**config.mk**
```make
export PLATFORM = sky130hd
export DESIGN_NAME = rsh_mul
export DESIGN_NICKNAME = d
export VERILOG_FILES = /design/src/rsh_pkg.sv /design/src/rsh_mul.sv
export SDC_FILE = /design/constraint.sdc
export NUM_CORES = 2
export LEC_CHECK = 0
export BUFFER_PORTS_ARGS = -buffer_cell sky130_fd_sc_hd__buf_4
export CAP_MARGIN = 0
export CELL_PAD_IN_SITES_DETAIL_PLACEMENT = 0
export CELL_PAD_IN_SITES_GLOBAL_PLACEMENT = 1
export CORE_ASPECT_RATIO = 0.6
export CORE_MARGIN = 10
export CORE_UTILIZATION = 50
export CTS_CLUSTER_SIZE = 14
export DETAILED_ROUTE_END_ITERATION = 7
export HOLD_SLACK_MARGIN = 0.06
export PLACE_DENSITY_LB_ADDON = 0.1
export SYNTH_ARGS = -nofsm -noshare
export SYNTH_HDL_FRONTEND = slang
export SYNTH_SLANG_ARGS = --single-unit
```
**constraint.sdc**
```tcl
create_clock -name clk -period 10.3 [get_ports clk]
set_input_delay 2.06 -clock clk [delete_from_list [all_inputs] [get_ports clk]]
set_output_delay 2.06 -clock clk [all_outputs]
set_load 0.02 [all_outputs]
```
**src/rsh_pkg.sv**
```systemverilog
// Package for the ray-sphere hit test unit.
// Holds the multiplier limb width, a width helper and the late flag bundle.
// No dependencies.
`timescale 1ns / 1ps

package rsh_pkg;

	// Width of one operand slice in the multiplier pipelines.
	localparam int MUL_LIMB = 33;

	// Number of axes in a vector.
	localparam int NUM_AXES = 3;

	function automatic int imax(input int x, input int y);
		return (x > y) ? x : y;
	endfunction

	// Decisions taken before f(T) is known, carried to the final stage.
	typedef struct packed {
		logic dir_zero;
		logic disc_ok;
		logic b_nonpos;
		logic h_nonneg;
	} rsh_flags_t;

endpackage

```
**src/rsh_mul.sv**
```systemverilog
// Three-stage unsigned multiplier built from MUL_LIMB-wide partial products.
// Depends on rsh_pkg. Operand a must span at most two limbs.
`timescale 1ns / 1ps

module rsh_mul
	import rsh_pkg::*;
#(
	parameter int A_BITS = 33,
	parameter int B_BITS = 33
) (
	input  logic                     clk,
	input  logic                     en,
	input  logic [A_BITS-1:0]        a,
	input  logic [B_BITS-1:0]        b,
	output logic [A_BITS+B_BITS-1:0] p
);

	localparam int NA  = (A_BITS + MUL_LIMB - 1) / MUL_LIMB;
	localparam int NB  = (B_BITS + MUL_LIMB - 1) / MUL_LIMB;
	localparam int PW  = A_BITS + B_BITS;
	localparam int PPW = 2 * MUL_LIMB;
	localparam int RW  = (NB + 1) * MUL_LIMB;

	logic [NA*MUL_LIMB-1:0] a_ext;
	logic [NB*MUL_LIMB-1:0] b_ext;
	logic [PPW-1:0]         pp_s1 [NA][NB];
	logic [RW-1:0]          row_even [NA];
	logic [RW-1:0]          row_odd [NA];
	logic [RW-1:0]          row_s2 [NA];
	logic [PW-1:0]          sum_d;
	logic [PW-1:0]          p_s3;

	assign a_ext = (NA*MUL_LIMB)'(a);
	assign b_ext = (NB*MUL_LIMB)'(b);

	// Partial products, one per limb pair.
	always_ff @(posedge clk) begin
		if (en) begin
			for (int i = 0; i < NA; i++) begin
				for (int j = 0; j < NB; j++) begin
					pp_s1[i][j] <= PPW'(a_ext[i*MUL_LIMB +: MUL_LIMB])
						* PPW'(b_ext[j*MUL_LIMB +: MUL_LIMB]);
				end
			end
		end
	end

	// Even and odd partials of a row do not overlap: pack them, then one add.
	always_comb begin
		for (int i = 0; i < NA; i++) begin
			row_even[i] = '0;
			row_odd[i]  = '0;
			for (int j = 0; j < NB; j++) begin
				if ((j & 1) == 0) begin
					row_even[i][j*MUL_LIMB +: PPW] = pp_s1[i][j];
				end else begin
					row_odd[i][j*MUL_LIMB +: PPW] = pp_s1[i][j];
				end
			end
		end
	end

	always_ff @(posedge clk) begin
		if (en) begin
			for (int i = 0; i < NA; i++) begin
				row_s2[i] <= row_even[i] + row_odd[i];
			end
		end
	end

	// Fold the rows; the true product fits PW bits, so wrap-around is harmless.
	always_comb begin
		sum_d = '0;
		for (int i = 0; i < NA; i++) begin
			sum_d = sum_d + (PW'(row_s2[i]) << (i * MUL_LIMB));
		end
	end

	always_ff @(posedge clk) begin
		if (en) begin
			p_s3 <= sum_d;
		end
	end

	assign p = p_s3;

endmodule

```
* Yosys cells after proc, flatten, opt, wreduce, memory -nomap -nowiden
Memories as Yosys holds them, arrays and structs flattened. A register that Yosys moved wholly into a read port is not among the register bits.
Index checks and enable logic that the tools add are counted.
** Word-level totals
- Bits in registers :: 0
- Output and inout bits :: 66
- Memory bits (writable) :: 132
- Memories kept :: 2
- Input bits :: 68
- Word-level logic and storage cells :: 5
** Memories
- pp_s1 :: words 1, width 66, rd ports 1, clocked after memory_dff 0, write ports 1, RTL line rsh_mul.sv:26 : logic [PPW-1:0] pp_s1 [NA][NB];
- row_s2 :: words 1, width 66, rd ports 1, clocked after memory_dff 1, write ports 1, RTL line rsh_mul.sv:29 : logic [RW-1:0] row_s2 [NA];
** Operators by class
- Multiply operators :: 1
- Multiplexer cells :: 2
** Operators by type and width (number)
- multiplier 33 x 33 -> 66 bit :: 1
- two-way mux 1 bit :: 2

* Logic depth before layout (Yosys ltp)
- Depth after elaboration :: 2
- Depth in mapped cells :: 29
- Gate-level depth less buffers :: 27

* Worst setup path before layout
No wires, ideal clock.
- Path type :: in2reg
- From :: input a[28]
- To :: memory pp_s1[0][52] (netlist name) (data pin)
- Path slack :: 1.302 ns
- Arrival :: 8.735 ns
- Stages on the path :: 25
- Data required time :: 10.037 ns
- Path buffers :: 1
- Cells stage by stage :: clkbuf_1 -> nand2_1 -> fa_1 -> inv_1 -> fa_1 -> fa_1 -> inv_1 -> fa_1 -> inv_1 -> fa_1 -> fa_1 -> fa_1 -> inv_1 -> fa_1 -> inv_1 -> ha_1 -> and2_1 -> nand3_1 -> or2_2 -> nor2_1 -> nand2_1 -> o31a_1 -> o41ai_4 -> a41oi_1 -> xnor2_1
** On the way
- Word-level cells in the longest chain between the ends :: 1
** RTL lines
- start: declaration :: RTL line rsh_mul.sv:13 : input logic [A_BITS-1:0] a,
- multiplier 33 x 33 -> 66 bit :: RTL line rsh_mul.sv:42 : * PPW'(b_ext[j*MUL_LIMB +: MUL_LIMB]);
- end: declaration :: RTL line rsh_mul.sv:26
Every way passes these cells.

* Worst setup path in the final report
- From :: input b[19]
- To :: memory pp_s1[0][59] (netlist name) (data pin)
** On the way
- Word-level cells in the longest chain between the ends :: 1
** RTL lines
- start: declaration :: RTL line rsh_mul.sv:14 : input logic [B_BITS-1:0] b,
- multiplier 33 x 33 -> 66 bit :: RTL line rsh_mul.sv:42
Every way passes these cells.

==> impl_metrics.sql <==
INSERT INTO impl_metrics (metric_group, metric, value, unit) VALUES
('place', 'postPlaceCellArea', '0.0433', 'mm²'),
('logic_synthesis', 'synth.largest_area_cell', 'sky130_fd_sc_hd__fa_1', ''),
('worst_setup_path', 'critical_path.max_stage_delay', '0.55', 'ns'),
('floorplan', 'ioPinCount', '134', ''),
('floorplan', 'placeableCoreArea', '0.0820', 'mm²'),
('global_route', 'grt_start_max_net_pins', '79', ''),
('drt', 'drt_pass1_iterations', '5', ''),
('timing', 'timing.final.hold_violations', '0', ''),
('floorplan', 'dieHeight', '243', 'µm'),
('worst_setup_path', 'r2r_setup_slack', '9.55', 'ns'),
('drt', 'dr_iter_0_viols', '2057', ''),
('timing', 'timing.clock.skew', '0.0172', 'ns'),
('drt', 'wire_per_inst', '21.4', 'µm'),
('place', 'place_ws', '0.482', 'ns'),
('worst_setup_path', 'worst-endpoint-required', '10.52', 'ns'),
('global_route', 'global_route_congestion_overflow_total', '0', ''),
('logic_synthesis', 'netlist.area_leader.share', '46.1', '%'),
('logic_synthesis', 'post_synth_inst_count', '4235', ''),
('drt', 'viasPerCell', '5.23', ''),
('drt', 'wl', '113000', 'µm'),
('worst_setup_path', 'critical_path.reg2reg.startpoint', 'pp_s1[0][56]$_DFFE_PP_', ''),
('clock_network', 'h-tree-depth', '4', ''),
('place', 'port_buffers', '133', ''),
('finish', 'fillers', '7429', ''),
('worst_setup_path', 'critical_path.max_fanout', '33', ''),
('worst_setup_path', 'critical_path_depth', '27', ''),
('finish', 'final-seq-area', '0.00595', 'mm²'),
('worst_setup_path', 'timing.critical_path.from', 'b[19]', ''),
('global_route', 'grtUsageMet2', '34.5', '%'),
('global_route', 'grt_pass1_vias', '28700', ''),
('worst_setup_path', 'critical_path.startpoint_type', 'input pin', ''),
('floorplan', 'floorplan.die.width', '392', 'µm'),
('worst_setup_path', 'cp_num_buf_inv', '8', ''),
('global_route', 'global_route_wire_length_before_repair', '178000', 'µm'),
('logic_synthesis', 'postSynth.topFlopCell', 'sky130_fd_sc_hd__edfxtp_1', ''),
('timing', 'fin_ws', '0.926', 'ns'),
('place', 'detailed_place_hpwl', '91900', 'µm'),
('worst_setup_path', 'timing.reg2reg.worst_path_depth', '0', ''),
('timing', 'maxSlewHeadroom', '35.0', '%'),
('floorplan', 'design.die.area', '0.0955', 'mm²'),
('finish', 'area_growth_syn_to_layout', '5.69', '%'),
('logic_synthesis', 'syn-num-nets', '5526', ''),
('timing', 'fin_setup_tns', '0', 'ns'),
('floorplan', 'initial_core_util', '50.8', '%'),
('timing', 'achievable-frequency', '107', 'MHz'),
('logic_synthesis', 'synth_seq_cells', '198', ''),
('clock_network', 'cts-root-to-sink-buffers', '3', ''),
('worst_setup_path', 'sort_of_element_at_the_end_of_the_critical_path', 'flip-flop', ''),
('logic_synthesis', 'synth.cell_area', '0.0416', 'mm²'),
('global_route', 'global_route.usage.total', '24.3', '%'),
('clock_network', 'cts.reportedPaths.clkPinSlew', '0.07', 'ns'),
('global_route', 'globalRouteMet1Util', '37.8', '%'),
('timing', 'finalCritPeriodShare', '91.0', '%'),
('worst_setup_path', 'worstReg2RegEnd', 'row_s2[0][56]$_DFFE_PP_', ''),
('clock_network', 'number_of_cells_upsized_or_downsized_after_cts', '0', ''),
('clock_network', 'cts_tree', 'yes', ''),
('logic_synthesis', 'synth_top_cells_by_count', '1050 x sky130_fd_sc_hd__inv_1, 958 x sky130_fd_sc_hd__fa_1, 579 x sky130_fd_sc_hd__and2_1', ''),
('worst_setup_path', 'cp-endpoint', 'pp_s1[0][59]$_DFFE_PP_', ''),
('logic_synthesis', 'synth_top_cells_by_area', 'sky130_fd_sc_hd__fa_1 46%, sky130_fd_sc_hd__edfxtp_1 14%, sky130_fd_sc_hd__inv_1 9.5%', ''),
('drt', 'post_route_antenna_net_violation_count', '0', ''),
('finish', 'area_occupied_by_multi_input_gates', '0.0309', 'mm²'),
('clock_network', 'post_cts_hold_buffer_count', '0', ''),
('clock_network', 'numCtsBuffers', '25', ''),
('global_route', 'global_route.usage.met3', '5.73', '%'),
('status', 'run_status', 'completed', ''),
('finish', 'final_nets', '5478', ''),
('worst_setup_path', 'critical_path_class', 'in2reg', ''),
('logic_synthesis', 'syn_area_per_cell', '9.83', 'µm²'),
('flow_run', 'max_cap_violations', '0', ''),
('logic_synthesis', 'async_flop_share', '0', '%'),
('clock_network', 'postCtsSetupRepairBufs', '0', '');
==> cell usage in the layout, fill, tap and decap left out, types with 5 or more instances in the layout <==
| cell type | n |
|---|---|
| sky130_fd_sc_hd__clkbuf_16 | 25 |
| sky130_fd_sc_hd__nand3_1 | 17 |
| sky130_fd_sc_hd__a21o_1 | 41 |
| sky130_fd_sc_hd__o21ai_0 | 31 |
| sky130_fd_sc_hd__and2_1 | 579 |
| sky130_fd_sc_hd__nand4_1 | 20 |
| sky130_fd_sc_hd__fa_1 | 958 |
| sky130_fd_sc_hd__inv_1 | 1050 |
| sky130_fd_sc_hd__and3_1 | 9 |
| sky130_fd_sc_hd__ha_1 | 265 |
| sky130_fd_sc_hd__nor2b_1 | 6 |
| sky130_fd_sc_hd__edfxtp_1 | 198 |
| sky130_fd_sc_hd__xnor2_1 | 38 |
| sky130_fd_sc_hd__nand2b_1 | 6 |
| sky130_fd_sc_hd__buf_4 | 151 |
| sky130_fd_sc_hd__a211oi_1 | 7 |
| sky130_fd_sc_hd__nand2_1 | 558 |
| sky130_fd_sc_hd__a21oi_1 | 76 |
| sky130_fd_sc_hd__o21a_1 | 6 |
| sky130_fd_sc_hd__o21bai_1 | 12 |
| sky130_fd_sc_hd__nor3_1 | 10 |
| sky130_fd_sc_hd__nor2_1 | 38 |
| sky130_fd_sc_hd__a31oi_1 | 5 |
| sky130_fd_sc_hd__xor2_1 | 20 |
==> how the worst min path moves through the flow <==
| stage | cells past startpoint | slack [ns] | from | endpoint |
|---|---|---|---|---|
| after detailed placement | 0 | 0.40 | row_s2[0][53]$_DFFE_PP_ | p[53]$_DFFE_PP_ |
| after global routing | 0 | 0.41 | pp_s1[0][13]$_DFFE_PP_ | row_s2[0][13]$_DFFE_PP_ |
| after global placement | 0 | 0.40 | pp_s1[0][11]$_DFFE_PP_ | row_s2[0][11]$_DFFE_PP_ |
| final | 0 | 0.40 | pp_s1[0][35]$_DFFE_PP_ | row_s2[0][35]$_DFFE_PP_ |
| after floorplan | 0 | 0.40 | row_s2[0][0]$_DFFE_PP_ | p[0]$_DFFE_PP_ |
| after CTS | 0 | 0.41 | pp_s1[0][43]$_DFFE_PP_ | row_s2[0][43]$_DFFE_PP_ |
==> state kept, by name, indices dropped and copies added (netlist names) <==
register and cells:
row_s2 66, pp_s1 66, p 66
==> metrics by stage <==
stage                     util, %  cells  hold WS (ns)
after CTS                    53.6   5272         0.408
after detailed placement     52.8   5239         0.405
after global placement       52.8   5239         0.402
after floorplan                 -   4235         0.400
final                        53.6   5275         0.404
after global routing         53.6   5272         0.411
==> logic make-up after synthesis <==
logic type | synth area share, %
adders and majority gates | 54.1
buffers and inverters | 11.5
muxes | 0.0511
AOI/OAI and AO/OA | 3.57
xor gates and xnor gates | 1.22
DFF | 14.3
and+or+nand+nor | 15.3
==> routing by layer <==
layer / vias to the layer above / share of wire (%)
met2: 951 / 42
met1: 14300 / 48
li1: 12200 / -
met3: 89 / 8.2
met5: - / 0.063
met4: 8 / 1.6
==> cell type report <==
| class | count | area share (%) |
|---|---|---|
| multi-input combinational | 2760 | 70.2 |
| sequential | 198 | 13.5 |
| inverter | 1050 | 8.96 |
| tap | 1079 | 3.07 |
| timing repair buffer | 152 | 2.61 |
| clock buffer | 27 | 1.44 |
| clock inverter | 6 | 0.193 |
| antenna | 3 | 0.0171 |
Power is not shown: default switching activity piles up to over one toggle a cycle in this logic, so the estimate is an artifact.
